## src/rtl/bpcq_pkg.sv

```systemverilog
// Shared types, codes and defaults for the button press classifier queue.
`timescale 1ns / 1ps

package bpcq_pkg;

   localparam int DEF_QUEUE_SLOTS  = 16;
   localparam int DEF_BUTTON_COUNT = 7;

   localparam int EDGE_W  = 7;
   localparam int STAMP_W = 32;
   localparam int LIMIT_W = 16;
   localparam int COUNT_W = 4;
   localparam int DROP_W  = 3;

   localparam logic [LIMIT_W-1:0] LONG_PRESS_RESET    = 16'd500;
   localparam logic [LIMIT_W-1:0] DOUBLE_WINDOW_RESET = 16'd300;
   localparam logic [EDGE_W-1:0]  DOUBLE_MASK_RESET   = 7'd0;

   typedef enum logic [1:0] {
      ACT_UPDATE  = 2'd0,
      ACT_CONSUME = 2'd1,
      ACT_DRAIN   = 2'd2,
      ACT_FRONT   = 2'd3
   } action_type;

   typedef enum logic [1:0] {
      REG_LONG_PRESS    = 2'd0,
      REG_DOUBLE_WINDOW = 2'd1,
      REG_DOUBLE_MASK   = 2'd2,
      REG_UNUSED        = 2'd3
   } reg_index_type;

   localparam logic [1:0] PH_IDLE           = 2'd0;
   localparam logic [1:0] PH_PRESSED        = 2'd1;
   localparam logic [1:0] PH_RELEASED_ONCE  = 2'd2;
   localparam logic [1:0] PH_DOUBLE_PRESSED = 2'd3;

   localparam logic [1:0] KIND_SHORT  = 2'd0;
   localparam logic [1:0] KIND_LONG   = 2'd1;
   localparam logic [1:0] KIND_DOUBLE = 2'd2;

   typedef struct packed {
      logic [1:0]         phase;
      logic [STAMP_W-1:0] press;
      logic [STAMP_W-1:0] release_t;
   } btn_state_type;

   typedef struct packed {
      logic [2:0] button;
      logic [1:0] kind;
   } event_type;

   typedef struct packed {
      logic      push_back;
      logic      push_front;
      logic      pop;
      logic      clear;
      event_type entry;
   } ring_cmd_type;

   typedef struct packed {
      logic full_back;
      logic full_front;
      logic empty;
   } ring_status_type;

endpackage

```

## src/rtl/button_press_classifier_queue_core.sv

```systemverilog
// Top level: item sequencer, per-button classifier and result register.
`timescale 1ns / 1ps

// An update item reads and rewrites each button's state entry in turn, one
// button per cycle with the next read overlapped, and then loads the result
// register in S_DONE; consume, drain and push-front pass through their own
// action state and then S_DONE. The next item is taken once the sequencer is
// back in S_IDLE. The per-button memory read is prefetched and the ring has a
// single write port. One item is in flight at a time; a new item is taken while
// the previous result still waits on rsp_tready.
module button_press_classifier_queue_core #(
   parameter int QUEUE_SLOTS  = bpcq_pkg::DEF_QUEUE_SLOTS,
   parameter int BUTTON_COUNT = bpcq_pkg::DEF_BUTTON_COUNT
) (
   input  logic        clock,
   input  logic        reset,
   input  logic        req_tvalid,
   output logic        req_tready,
   // now_ms[31:0], pressed_edges[38:32], released_edges[45:39],
   // held_levels[52:46], front_button[55:53], front_kind[57:56], zero fill
   input  logic [63:0] req_tdata,
   // action[1:0]
   input  logic [1:0]  req_tuser,
   output logic        rsp_tvalid,
   input  logic        rsp_tready,
   // event_button[2:0], event_kind[4:3], queue_count[8:5],
   // dropped_count[11:9], zero fill
   output logic [15:0] rsp_tdata,
   // event_valid[0]
   output logic        rsp_tuser,
   input  logic        csr_valid,
   output logic        csr_ready,
   input  logic [1:0]  csr_index,
   input  logic [15:0] csr_data
);

   localparam int BTN_W = (BUTTON_COUNT > 1) ? $clog2(BUTTON_COUNT) : 1;
   localparam logic [BTN_W-1:0] LAST_BTN = BTN_W'(BUTTON_COUNT - 1);

   typedef enum logic [2:0] {
      S_IDLE,
      S_UPDATE,
      S_CONSUME,
      S_DRAIN,
      S_FRONT,
      S_DONE
   } state_type;

   state_type state_ff;

   logic [bpcq_pkg::LIMIT_W-1:0] long_ff, window_ff;
   logic [bpcq_pkg::EDGE_W-1:0]  mask_ff;

   logic [bpcq_pkg::STAMP_W-1:0] now_ff;
   logic [15:0]                  press_vec_ff, rel_vec_ff, held_vec_ff;
   logic [2:0]                   front_btn_ff;
   logic [1:0]                   front_kind_ff;

   logic [BTN_W-1:0]             idx_ff;
   logic [bpcq_pkg::DROP_W-1:0]  drops_ff;
   logic                         ev_valid_ff;
   bpcq_pkg::event_type          ev_ff;

   logic                         rsp_valid_ff;
   logic [15:0]                  rsp_data_ff;
   logic                         rsp_user_ff;

   logic                         req_fire;
   logic                         ram_rd_en;
   logic [BTN_W-1:0]             ram_rd_addr;
   bpcq_pkg::btn_state_type      cur, nxt;
   logic                         ram_wr_en;
   logic                         ram_clear;

   bpcq_pkg::ring_cmd_type       ring_cmd;
   bpcq_pkg::ring_status_type    ring_status;
   bpcq_pkg::event_type          ring_head;
   logic [bpcq_pkg::COUNT_W-1:0] ring_count;

   logic                         pr, rel, held, dbl;
   logic [bpcq_pkg::STAMP_W-1:0] hold_time, gap_time;
   logic                         ev_push;
   logic [1:0]                   ev_kind;
   logic                         front_ok;

   assign req_tready = (state_ff == S_IDLE);
   assign req_fire   = req_tvalid && req_tready;
   assign csr_ready  = 1'b1;
   assign rsp_tvalid = rsp_valid_ff;
   assign rsp_tdata  = rsp_data_ff;
   assign rsp_tuser  = rsp_user_ff;

   bpcq_state_ram #(
      .BUTTON_COUNT(BUTTON_COUNT),
      .ADDR_W      (BTN_W)
   ) u_state_ram (
      .clock  (clock),
      .reset  (reset),
      .clear  (ram_clear),
      .rd_en  (ram_rd_en),
      .rd_addr(ram_rd_addr),
      .rd_data(cur),
      .wr_en  (ram_wr_en),
      .wr_addr(idx_ff),
      .wr_data(nxt)
   );

   bpcq_event_ring #(
      .QUEUE_SLOTS(QUEUE_SLOTS)
   ) u_event_ring (
      .clock (clock),
      .reset (reset),
      .cmd   (ring_cmd),
      .status(ring_status),
      .head  (ring_head),
      .count (ring_count)
   );

   // Prefetch button 0 on acceptance, then each following button during the walk.
   always_comb begin
      ram_rd_en   = 1'b0;
      ram_rd_addr = '0;
      if (req_fire && (bpcq_pkg::action_type'(req_tuser) == bpcq_pkg::ACT_UPDATE)) begin
         ram_rd_en = 1'b1;
      end else if ((state_ff == S_UPDATE) && (idx_ff != LAST_BTN)) begin
         ram_rd_en   = 1'b1;
         ram_rd_addr = idx_ff + 1'b1;
      end
   end

   assign pr        = press_vec_ff[4'(idx_ff)];
   assign rel       = rel_vec_ff[4'(idx_ff)];
   assign held      = held_vec_ff[4'(idx_ff)];
   assign dbl       = (idx_ff < BTN_W'(bpcq_pkg::EDGE_W)) ? mask_ff[3'(idx_ff)] : 1'b0;
   assign hold_time = now_ff - cur.press;
   assign gap_time  = now_ff - cur.release_t;

   always_comb begin
      nxt     = cur;
      ev_push = 1'b0;
      ev_kind = bpcq_pkg::KIND_SHORT;
      case (cur.phase)
         bpcq_pkg::PH_IDLE: begin
            if (pr) begin
               nxt.phase = bpcq_pkg::PH_PRESSED;
               nxt.press = now_ff;
            end
         end
         bpcq_pkg::PH_PRESSED: begin
            if (rel) begin
               if (hold_time >= 32'(long_ff)) begin
                  ev_push   = 1'b1;
                  ev_kind   = bpcq_pkg::KIND_LONG;
                  nxt.phase = bpcq_pkg::PH_IDLE;
               end else if (dbl) begin
                  nxt.release_t = now_ff;
                  nxt.phase     = bpcq_pkg::PH_RELEASED_ONCE;
               end else begin
                  ev_push   = 1'b1;
                  nxt.phase = bpcq_pkg::PH_IDLE;
               end
            end else if (!held) begin
               nxt.phase = bpcq_pkg::PH_IDLE;
            end
         end
         bpcq_pkg::PH_RELEASED_ONCE: begin
            if (pr) begin
               nxt.phase = bpcq_pkg::PH_DOUBLE_PRESSED;
               nxt.press = now_ff;
            end else if (gap_time >= 32'(window_ff)) begin
               ev_push   = 1'b1;
               nxt.phase = bpcq_pkg::PH_IDLE;
            end
         end
         default: begin
            if (rel || !held) begin
               ev_push   = 1'b1;
               ev_kind   = bpcq_pkg::KIND_DOUBLE;
               nxt.phase = bpcq_pkg::PH_IDLE;
            end
         end
      endcase
   end

   assign ram_wr_en = (state_ff == S_UPDATE);
   assign ram_clear = (state_ff == S_DRAIN);
   assign front_ok  = (front_kind_ff <= bpcq_pkg::KIND_DOUBLE) &&
                      (5'(front_btn_ff) < 5'(BUTTON_COUNT));

   always_comb begin
      ring_cmd = '0;
      case (state_ff)
         S_UPDATE: begin
            ring_cmd.push_back    = ev_push;
            ring_cmd.entry.button = 3'(idx_ff);
            ring_cmd.entry.kind   = ev_kind;
         end
         S_CONSUME: begin
            ring_cmd.pop = 1'b1;
         end
         S_DRAIN: begin
            ring_cmd.clear = 1'b1;
         end
         S_FRONT: begin
            ring_cmd.push_front   = front_ok;
            ring_cmd.entry.button = front_btn_ff;
            ring_cmd.entry.kind   = front_kind_ff;
         end
         default: begin
            ring_cmd = '0;
         end
      endcase
   end

   always_ff @(posedge clock) begin
      if (reset) begin
         long_ff   <= bpcq_pkg::LONG_PRESS_RESET;
         window_ff <= bpcq_pkg::DOUBLE_WINDOW_RESET;
         mask_ff   <= bpcq_pkg::DOUBLE_MASK_RESET;
      end else if (csr_valid && csr_ready) begin
         case (bpcq_pkg::reg_index_type'(csr_index))
            bpcq_pkg::REG_LONG_PRESS:    long_ff   <= csr_data;
            bpcq_pkg::REG_DOUBLE_WINDOW: window_ff <= csr_data;
            bpcq_pkg::REG_DOUBLE_MASK:   mask_ff   <= csr_data[bpcq_pkg::EDGE_W-1:0];
            default: ;
         endcase
      end
   end

   always_ff @(posedge clock) begin
      if (req_fire) begin
         now_ff        <= req_tdata[31:0];
         press_vec_ff  <= {9'd0, req_tdata[38:32]};
         rel_vec_ff    <= {9'd0, req_tdata[45:39]};
         held_vec_ff   <= {9'd0, req_tdata[52:46]};
         front_btn_ff  <= req_tdata[55:53];
         front_kind_ff <= req_tdata[57:56];
      end
      if (state_ff == S_CONSUME) begin
         ev_ff <= ring_head;
      end
   end

   always_ff @(posedge clock) begin
      if (reset) begin
         state_ff     <= S_IDLE;
         idx_ff       <= '0;
         drops_ff     <= '0;
         ev_valid_ff  <= 1'b0;
         rsp_valid_ff <= 1'b0;
         rsp_data_ff  <= '0;
         rsp_user_ff  <= 1'b0;
      end else begin
         if (rsp_valid_ff && rsp_tready && (state_ff != S_DONE)) begin
            rsp_valid_ff <= 1'b0;
         end
         case (state_ff)
            S_IDLE: begin
               if (req_fire) begin
                  idx_ff      <= '0;
                  drops_ff    <= '0;
                  ev_valid_ff <= 1'b0;
                  case (bpcq_pkg::action_type'(req_tuser))
                     bpcq_pkg::ACT_UPDATE:  state_ff <= S_UPDATE;
                     bpcq_pkg::ACT_CONSUME: state_ff <= S_CONSUME;
                     bpcq_pkg::ACT_DRAIN:   state_ff <= S_DRAIN;
                     default:               state_ff <= S_FRONT;
                  endcase
               end
            end
            S_UPDATE: begin
               if (ev_push && ring_status.full_back) begin
                  drops_ff <= drops_ff + 1'b1;
               end
               idx_ff <= idx_ff + 1'b1;
               if (idx_ff == LAST_BTN) begin
                  state_ff <= S_DONE;
               end
            end
            S_CONSUME: begin
               ev_valid_ff <= !ring_status.empty;
               state_ff    <= S_DONE;
            end
            S_DRAIN: begin
               state_ff <= S_DONE;
            end
            S_FRONT: begin
               if (front_ok && ring_status.full_front) begin
                  drops_ff <= drops_ff + 1'b1;
               end
               state_ff <= S_DONE;
            end
            S_DONE: begin
               if (!rsp_valid_ff || rsp_tready) begin
                  rsp_valid_ff <= 1'b1;
                  rsp_user_ff  <= ev_valid_ff;
                  rsp_data_ff  <= {4'd0, drops_ff, ring_count,
                                   ev_valid_ff ? ev_ff.kind : 2'd0,
                                   ev_valid_ff ? ev_ff.button : 3'd0};
                  state_ff     <= S_IDLE;
               end
            end
            default: begin
               state_ff <= S_IDLE;
            end
         endcase
      end
   end

endmodule

```

## src/rtl/bpcq_state_ram.sv

```systemverilog
// Per-button phase and timestamp memory with reset-valid flags.
`timescale 1ns / 1ps

module bpcq_state_ram #(
   parameter int BUTTON_COUNT = bpcq_pkg::DEF_BUTTON_COUNT,
   parameter int ADDR_W       = (BUTTON_COUNT > 1) ? $clog2(BUTTON_COUNT) : 1
) (
   input  logic                    clock,
   input  logic                    reset,
   input  logic                    clear,
   input  logic                    rd_en,
   input  logic [ADDR_W-1:0]       rd_addr,
   output bpcq_pkg::btn_state_type rd_data,
   input  logic                    wr_en,
   input  logic [ADDR_W-1:0]       wr_addr,
   input  bpcq_pkg::btn_state_type wr_data
);

   bpcq_pkg::btn_state_type btn_mem [BUTTON_COUNT];
   logic [BUTTON_COUNT-1:0] valid_ff;
   bpcq_pkg::btn_state_type rd_data_ff;
   logic                    rd_valid_ff;

   always_ff @(posedge clock) begin
      if (wr_en) begin
         btn_mem[wr_addr] <= wr_data;
      end
      if (rd_en) begin
         rd_data_ff <= btn_mem[rd_addr];
      end
   end

   always_ff @(posedge clock) begin
      if (reset || clear) begin
         valid_ff    <= '0;
         rd_valid_ff <= 1'b0;
      end else begin
         if (wr_en) begin
            valid_ff[wr_addr] <= 1'b1;
         end
         if (rd_en) begin
            rd_valid_ff <= valid_ff[rd_addr];
         end
      end
   end

   assign rd_data = rd_valid_ff ? rd_data_ff : '0;

endmodule

```

## src/rtl/bpcq_event_ring.sv

```systemverilog
// Event ring memory with back and front push, pop, drain and occupancy.
`timescale 1ns / 1ps

module bpcq_event_ring #(
   parameter int QUEUE_SLOTS = bpcq_pkg::DEF_QUEUE_SLOTS,
   parameter int PTR_W       = $clog2(QUEUE_SLOTS)
) (
   input  logic                            clock,
   input  logic                            reset,
   input  bpcq_pkg::ring_cmd_type          cmd,
   output bpcq_pkg::ring_status_type       status,
   output bpcq_pkg::event_type             head,
   output logic [bpcq_pkg::COUNT_W-1:0]    count
);

   localparam logic [PTR_W-1:0] LAST = PTR_W'(QUEUE_SLOTS - 1);

   bpcq_pkg::event_type ev_mem [QUEUE_SLOTS];
   bpcq_pkg::event_type head_ff;
   logic [PTR_W-1:0]    rd_ptr_ff, rd_ptr_in;
   logic [PTR_W-1:0]    wr_ptr_ff, wr_ptr_in;
   logic [PTR_W-1:0]    wr_next, rd_prev, rd_next;
   logic [PTR_W-1:0]    occupancy;
   logic                do_back, do_front;

   assign wr_next = (wr_ptr_ff == LAST) ? '0 : wr_ptr_ff + 1'b1;
   assign rd_next = (rd_ptr_ff == LAST) ? '0 : rd_ptr_ff + 1'b1;
   assign rd_prev = (rd_ptr_ff == '0) ? LAST : rd_ptr_ff - 1'b1;

   assign status.full_back  = (wr_next == rd_ptr_ff);
   assign status.full_front = (rd_prev == wr_ptr_ff);
   assign status.empty      = (rd_ptr_ff == wr_ptr_ff);

   assign do_back  = cmd.push_back && !status.full_back;
   assign do_front = cmd.push_front && !status.full_front;

   always_comb begin
      rd_ptr_in = rd_ptr_ff;
      wr_ptr_in = wr_ptr_ff;
      if (cmd.clear) begin
         rd_ptr_in = '0;
         wr_ptr_in = '0;
      end else if (do_back) begin
         wr_ptr_in = wr_next;
      end else if (do_front) begin
         rd_ptr_in = rd_prev;
      end else if (cmd.pop && !status.empty) begin
         rd_ptr_in = rd_next;
      end
   end

   always_comb begin
      if (wr_ptr_ff >= rd_ptr_ff) begin
         occupancy = wr_ptr_ff - rd_ptr_ff;
      end else begin
         occupancy = PTR_W'(QUEUE_SLOTS - int'(rd_ptr_ff) + int'(wr_ptr_ff));
      end
   end

   assign count = bpcq_pkg::COUNT_W'(occupancy);
   assign head  = head_ff;

   always_ff @(posedge clock) begin
      if (do_back && !cmd.clear) begin
         ev_mem[wr_ptr_ff] <= cmd.entry;
      end else if (do_front && !cmd.clear) begin
         ev_mem[rd_prev] <= cmd.entry;
      end
      head_ff <= ev_mem[rd_ptr_ff];
   end

   always_ff @(posedge clock) begin
      if (reset) begin
         rd_ptr_ff <= '0;
         wr_ptr_ff <= '0;
      end else begin
         rd_ptr_ff <= rd_ptr_in;
         wr_ptr_ff <= wr_ptr_in;
      end
   end

endmodule

```

## config.mk

```make
export PLATFORM = sky130hd
export DESIGN_NAME = button_press_classifier_queue_core
export DESIGN_NICKNAME = d
export VERILOG_FILES = /design/src/rtl/bpcq_pkg.sv /design/src/rtl/button_press_classifier_queue_core.sv /design/src/rtl/bpcq_state_ram.sv /design/src/rtl/bpcq_event_ring.sv
export SDC_FILE = /design/constraint.sdc
export NUM_CORES = 1
export LEC_CHECK = 0
export ABC_AREA = 1
export ABC_CLOCK_PERIOD_IN_PS = 9300
export BUFFER_PORTS_ARGS = -buffer_cell sky130_fd_sc_hd__buf_2
export CORE_MARGIN = 1
export CORE_UTILIZATION = 30
export DETAILED_ROUTE_END_ITERATION = 8
export PLACE_DENSITY = 0.4
export REMOVE_ABC_BUFFERS = 1
export SYNTH_ARGS = -nofsm -noshare
export SYNTH_HDL_FRONTEND = slang
export SYNTH_HIERARCHICAL = 1
export SYNTH_SLANG_ARGS = --single-unit
```

## constraint.sdc

```tcl
create_clock -name clock -period 9.3 [get_ports clock]
set_input_delay 0.93 -clock clock [delete_from_list [all_inputs] [get_ports clock]]
set_output_delay 0.93 -clock clock [all_outputs]
set_load 0.005 [all_outputs]
```

==> Word-level counts from Yosys, hierarchy flattened <==
Memories as Yosys holds them, arrays and structs flattened. A register that Yosys moved wholly into a read port is not among the register bits.
Index checks and enable logic that the tools add are counted.
{ "totals": {"register_bits": 142, "output_inout_bits": 20, "mem_bits_rw": 542, "input_bits": 89, "memories": 2} }
{ "memory_table": {"columns": ["name", "words", "word_bits", "read_ports", "rd_clocked_by_memory_dff", "write_ports", "line", "rtl"], "rows": [
  ["u_state_ram.btn_mem", 7, 66, 1, 1, 1, "bpcq_state_ram.sv:19", "bpcq_pkg::btn_state_type btn_mem [BUTTON_COUNT];"],
  ["u_event_ring.ev_mem", 16, 5, 1, 1, 1, "bpcq_event_ring.sv:18", "bpcq_pkg::event_type ev_mem [QUEUE_SLOTS];"]
]} }
{ "op_classes": {"eq_ne": 24, "n_lt_le_gt_ge": 10, "n_addsub": 10, "reduce_logical": 45, "n_bitwise": 2, "n_mux": 82} }
{ "ops": {"columns": ["operator", "n"], "rows": [
  ["two-way mux 32 bit", 5],
  ["two-way mux 66 bit", 1],
  ["greater-or-equal comparator 32 x 16 -> 1 bit", 2],
  ["one-hot mux 32 bit (2 select lines)", 1],
  ["subtractor 32 bit", 2],
  ["two-way mux 34 bit", 1],
  ["two-way mux 1 bit", 33],
  ["two-way mux 4 bit", 7],
  ["two-way mux 3 bit", 9],
  ["two-way mux 2 bit", 9],
  ["one-hot mux 3 bit (3 select lines)", 2],
  ["binary-select mux 1 bit (select 3 bit)", 5],
  ["logical AND 1 bit", 14],
  ["AND reduction 2 bit", 7],
  ["equality test 4 bit", 3],
  ["one-hot mux 3 bit (4 select lines)", 1],
  ["one-hot mux 5 bit (2 select lines)", 1],
  ["equality test 3 bit (second input constant)", 3],
  ["adder 4 x 1 -> 4 bit (second input constant)", 2],
  ["equality test 4 bit (second input constant)", 2],
  ["< comparator 3 x 4 -> 1 bit (second input constant)", 2],
  ["OR 7 bit", 1],
  ["adder 3 x 1 -> 3 bit (second input constant)", 2],
  ["equality test 2 x 1 -> 1 bit (second input constant)", 3],
  ["35 further kinds", 55]
]} }

==> Logic depth before layout (Yosys ltp) <==
{ "logic_depth": {"word_depth": 14, "ltp_mapped": 37, "depth_no_buf": 35} }

==> Hierarchy <==
The synthesis kept the hierarchy.
{ "by_module_without_submodules": {"columns": ["mod", "instances", "area_each_um2", "cells_each", "seq_area_each_um2"], "rows": [
  ["bpcq_state_ram", 1, 20733.6, 1544, 16015.4],
  ["button_press_classifier_queue_core", 1, 11202.0, 1796, 3153.0],
  ["bpcq_event_ring", 1, 4176.5, 391, 2662.6]
]} }

==> Least setup slack after synthesis <==
No wires, ideal clock.
{ "synth_path": {"kind": "register to register", "startpoint": "reg state_ff[0]", "endpoint": "mem u_state_ram/btn_mem[5][0] (netlist bit) (enable)", "path_stages_with_launch": 7, "slack_ns": 3.250, "synth_period_minus_slack_ns": 6.050, "setup_ns": 0.574, "arrival_time_ns": 5.476, "cell_sequence": "dfxtp_1 inv_1 nor2_1 nand2_1 inv_1 nand2_1 nor3_1"} }
{ "synth_between": {"elab_chain_cells": 3} }
{ "synth_lines": {"columns": ["item", "line", "rtl"], "rows": [
  ["start: declaration", "button_press_classifier_queue_core.sv:49", "state_type state_ff;"],
  ["start signal: assignment", "button_press_classifier_queue_core.sv:246", "state_ff <= S_IDLE;"],
  ["start signal: assignment", "button_press_classifier_queue_core.sv:264", "bpcq_pkg::ACT_UPDATE: state_ff <= S_UPDATE;"],
  ["start signal: assignment", "button_press_classifier_queue_core.sv:265", "bpcq_pkg::ACT_CONSUME: state_ff <= S_CONSUME;"],
  ["equality test 3 x 1 -> 1 bit", "button_press_classifier_queue_core.sv:185", "assign ram_wr_en = (state_ff == S_UPDATE);"],
  ["via ram_wr_en", "button_press_classifier_queue_core.sv:72", "logic ram_wr_en;"],
  ["two-way mux 1 bit", "bpcq_state_ram.sv:25", "if (wr_en) begin"],
  ["two-way mux 1 bit (implied by the code)", "bpcq_state_ram.sv:26", "btn_mem[wr_addr] <= wr_data;"],
  ["end: declaration", "bpcq_state_ram.sv:19", null]
]} }
The timed path passes the listed nets, and every way through them passes these cells.

==> results.sh <==
export IMPL_status="complete, no violations"
export IMPL_powerDensity_nw_per_um2=311
export IMPL_power_leakage_nw=16.8
export IMPL_cts_resized=0
export IMPL_pre_cts_ws_ps=2950
export IMPL_start_util_pct=30.4
export IMPL_grtUsageTotal_pct=18.0
export IMPL_antenna_found_initial=1
export IMPL_r2r_start="u_state_ram/rd_valid_ff"
export IMPL_reg2reg_slack_ps=2990
export IMPL_final_setup_viol_count=0
export IMPL_clk_latency_ps=680
export IMPL_max_stage_delay_ps=640
export IMPL_path_clk_slew_ps=60
export IMPL_ys_top_cells_by_area="edfxtp_1, nand2_1, dfxtp_1"
export IMPL_drive_above_1_share_pct=8.41
export IMPL_path_max_fanout=36
export IMPL_grt_max_degree=113
export IMPL_skew_ps=37.4
export IMPL_synth_top_area_share_pct=55.8
export IMPL_cts_max_level=3
export IMPL_rsz0062_at_grt="false"
export IMPL_ys_seq_elements=755
export IMPL_synthesis_area_um2=36100
export IMPL_synth_edf_count=671
export IMPL_worst_path_max_delay_cell="dfxtp_4"
export IMPL_overflow=0
export IMPL_gp_congestion=0.895
export IMPL_cts_sinks=755
export IMPL_final_nets=4012
export IMPL_die_h_um=349
export IMPL_fmax_ghz=0.158
export IMPL_drv_cap=0
export IMPL_drtIter0Drc=1601
export IMPL_met3_length_mm=4.44
export IMPL_crit_path_start_kind="flop"
export IMPL_fp_dieW_um=349
export IMPL_tightest_slew_ps=1080
export IMPL_endpoint_kind="flop"
export IMPL_rr_endpoint="u_event_ring/ev_mem[0][0]"
export IMPL_syn_inst=3731
export IMPL_ys_warnings_count=6
export IMPL_clockBufferDepth=3
export IMPL_dp_hpwl_mm=69.5
export IMPL_wl_met1_mm=52.8
export IMPL_slew_viol_final=0
export IMPL_port_buffers=97
export IMPL_dieArea_um2=122000
export IMPL_vias=25800
export IMPL_hold_viol_final=0
export IMPL_required_ps=9610
export IMPL_postCtsHoldBufs=0
export IMPL_route_final_wire_length_mm=110
export IMPL_slew_headroom_pct=27.5
export IMPL_rows=126
export IMPL_dr_wl_met2_mm=50.3
export IMPL_r2r_cells=32
export IMPL_ys_flop_type="edfxtp_1"
export IMPL_ir_drop_v=0.000145
export IMPL_timing_critical_path_from="u_state_ram/rd_valid_ff"
export IMPL_setup_slack_ps=2990
export IMPL_drtPass1Iterations=5
export IMPL_ant_nets=0
export IMPL_ys_types=50
export IMPL_postCtsSetupBuffers=0
export IMPL_cts_tree="yes"
export IMPL_drc=0
export IMPL_async_reset_ff_share_pct=0
export IMPL_area_growth_synth_to_final_pct=14.2
export IMPL_clockRootBuffer="clkbuf_16"
export IMPL_top_layer="met4"
export IMPL_finalCriticalPeriod_ps=6310
export IMPL_netlist_top_cell_by_area="edfxtp_1"
export IMPL_hold_path_class="reg -> reg"
export IMPL_path_class="reg -> reg"
export IMPL_ys_seq_area_share_pct=60.5
export IMPL_arrival_ps=6620
export IMPL_fin_crit_sh_pct=67.9
export IMPL_io_pins=109
export IMPL_grt_pass1_wl_mm=163
export IMPL_crit_top_cell="nand2_1"
export IMPL_syn_area_per_cell_um2=9.68
export IMPL_core_area_um2=119000
export IMPL_numCtsBuffers=91
export IMPL_critPathCapture="u_event_ring/ev_mem[0][0]"
export IMPL_fillCellCount=12000
export IMPL_via_per_inst=4.70
export IMPL_post_route_util_pct=34.7
export IMPL_grt_pass1_vias=25000
export IMPL_wl_per_cell_um=20.0
critical path, delay by kind of cell (launching register included):
kind	cells	cell delay [ps]
compound gates	3	560
xor+xnor	1	210
fa+ha+maj	2	650
buf+inv	4	750
flops	1	640
simple gates	22	3080
metrics by stage:
step,instances,power (mW),area (um2),hold WS (ps),TNS [ps]
final,5488,12.8,41200,403,0
after global routing,5487,13.7,41200,402,0
after CTS,5487,13.0,41200,389,0
after detailed placement,5321,9.31,38200,404,0
after global placement,5321,9.32,38200,398,0
after floorplan,3588,7.77,35300,386,-91610
synth_stat cells (19+ instances only):
cell type and number:
nand2_1 931, edfxtp_1 671, nor2_1 440, inv_1 431, o21ai_0 191, nand3_1 176, a21oi_1 156, ha_1 106
dfxtp_1 84, o22ai_1 84, o211ai_1 82, clkbuf_1 60, o21ai_1 58, buf_2 37, xor2_1 32, buf_6 24
nor3_1 19
cell usage in the layout (no fill, tap or decap), types with 83 or more instances in the layout:
cell and instances:
nand3_1 175, inv_1 426, clkbuf_16 93, nand2_1 930, buf_2 97, a21oi_1 156, ha_1 106, dfxtp_1 83
o21ai_0 190, edfxtp_1 671, nor2_1 436
worst min path at each step:
stage	depth (start not counted)	to	slack [ps]	start
final	0	ev_ff[4]	400	u_event_ring/head[4]
after CTS	1	rel_vec_ff[1]	390	req_tdata[40]
after global placement	0	ev_ff[4]	400	u_event_ring/head[4]
after floorplan	0	ev_ff[0]	390	u_event_ring/head[0]
after global routing	1	rel_vec_ff[3]	400	req_tdata[42]
after detailed placement	0	ev_ff[4]	400	u_event_ring/head[4]
kinds of logic (layout without fill, tap and decap cells):
logic type	Yosys count	after routing	synth area share [%]
AO/OA/AOI/OAI	604	604	9.52
XOR/XNOR	40	40	0.970
AND/OR/NAND/NOR	1632	1632	18.3
buffers and inverters	589	742	6.93
other	2	6	0.0208
flip-flops	755	755	60.5
adder cells (fa/ha/maj)	109	109	3.84
registers in the layout (all words and copies together) (netlist names), 2 cells and up:
signal,cells
u_event_ring/rd_ptr_ff,4
u_state_ram/btn_mem,462
held_vec_ff,7
front_kind_ff,2
u_event_ring/head,5
drops_ff,3
press_vec_ff,7
ev_ff,5
idx_ff,3
rel_vec_ff,7
long_ff,16
state_ff,3
window_ff,16
rsp_tdata,12
u_state_ram/rd_data_ff,66
mask_ff,7
front_btn_ff,3
u_event_ring/ev_mem,80
now_ff,32
u_state_ram/valid_ff,7
u_event_ring/wr_ptr_ff,4
where the power goes:
part	internal [mW]	switching, mW	total, mW
Clock	2.20	1.45	3.65
Sequential	4.56	0.217	4.78
Combinational	1.25	3.16	4.42
metal layers:
metal / global-route usage, % / vias up
met4: 4.14 / 0
met2: 28.8 / 442
li1: - / 12800
met3: 2.45 / 115
met5: 0 / -
met1: 25.6 / 12500
area by class of cell:
cell class                      instances  area, um2  share of cell area [%]
Inverter                              443       1680                    4.08
Multi-Input combinational cell       2390      11900                    28.8
Sequential cell                       755      21800                    53.0
Tap cell                             1600       2000                    4.86
Timing Repair Buffer                  133        768                    1.86
Clock inverter                         58        673                    1.63
Clock buffer                          108       2380                    5.78
Antenna cell                            1       2.50                 0.00607
(Power assumes the default switching activity.)
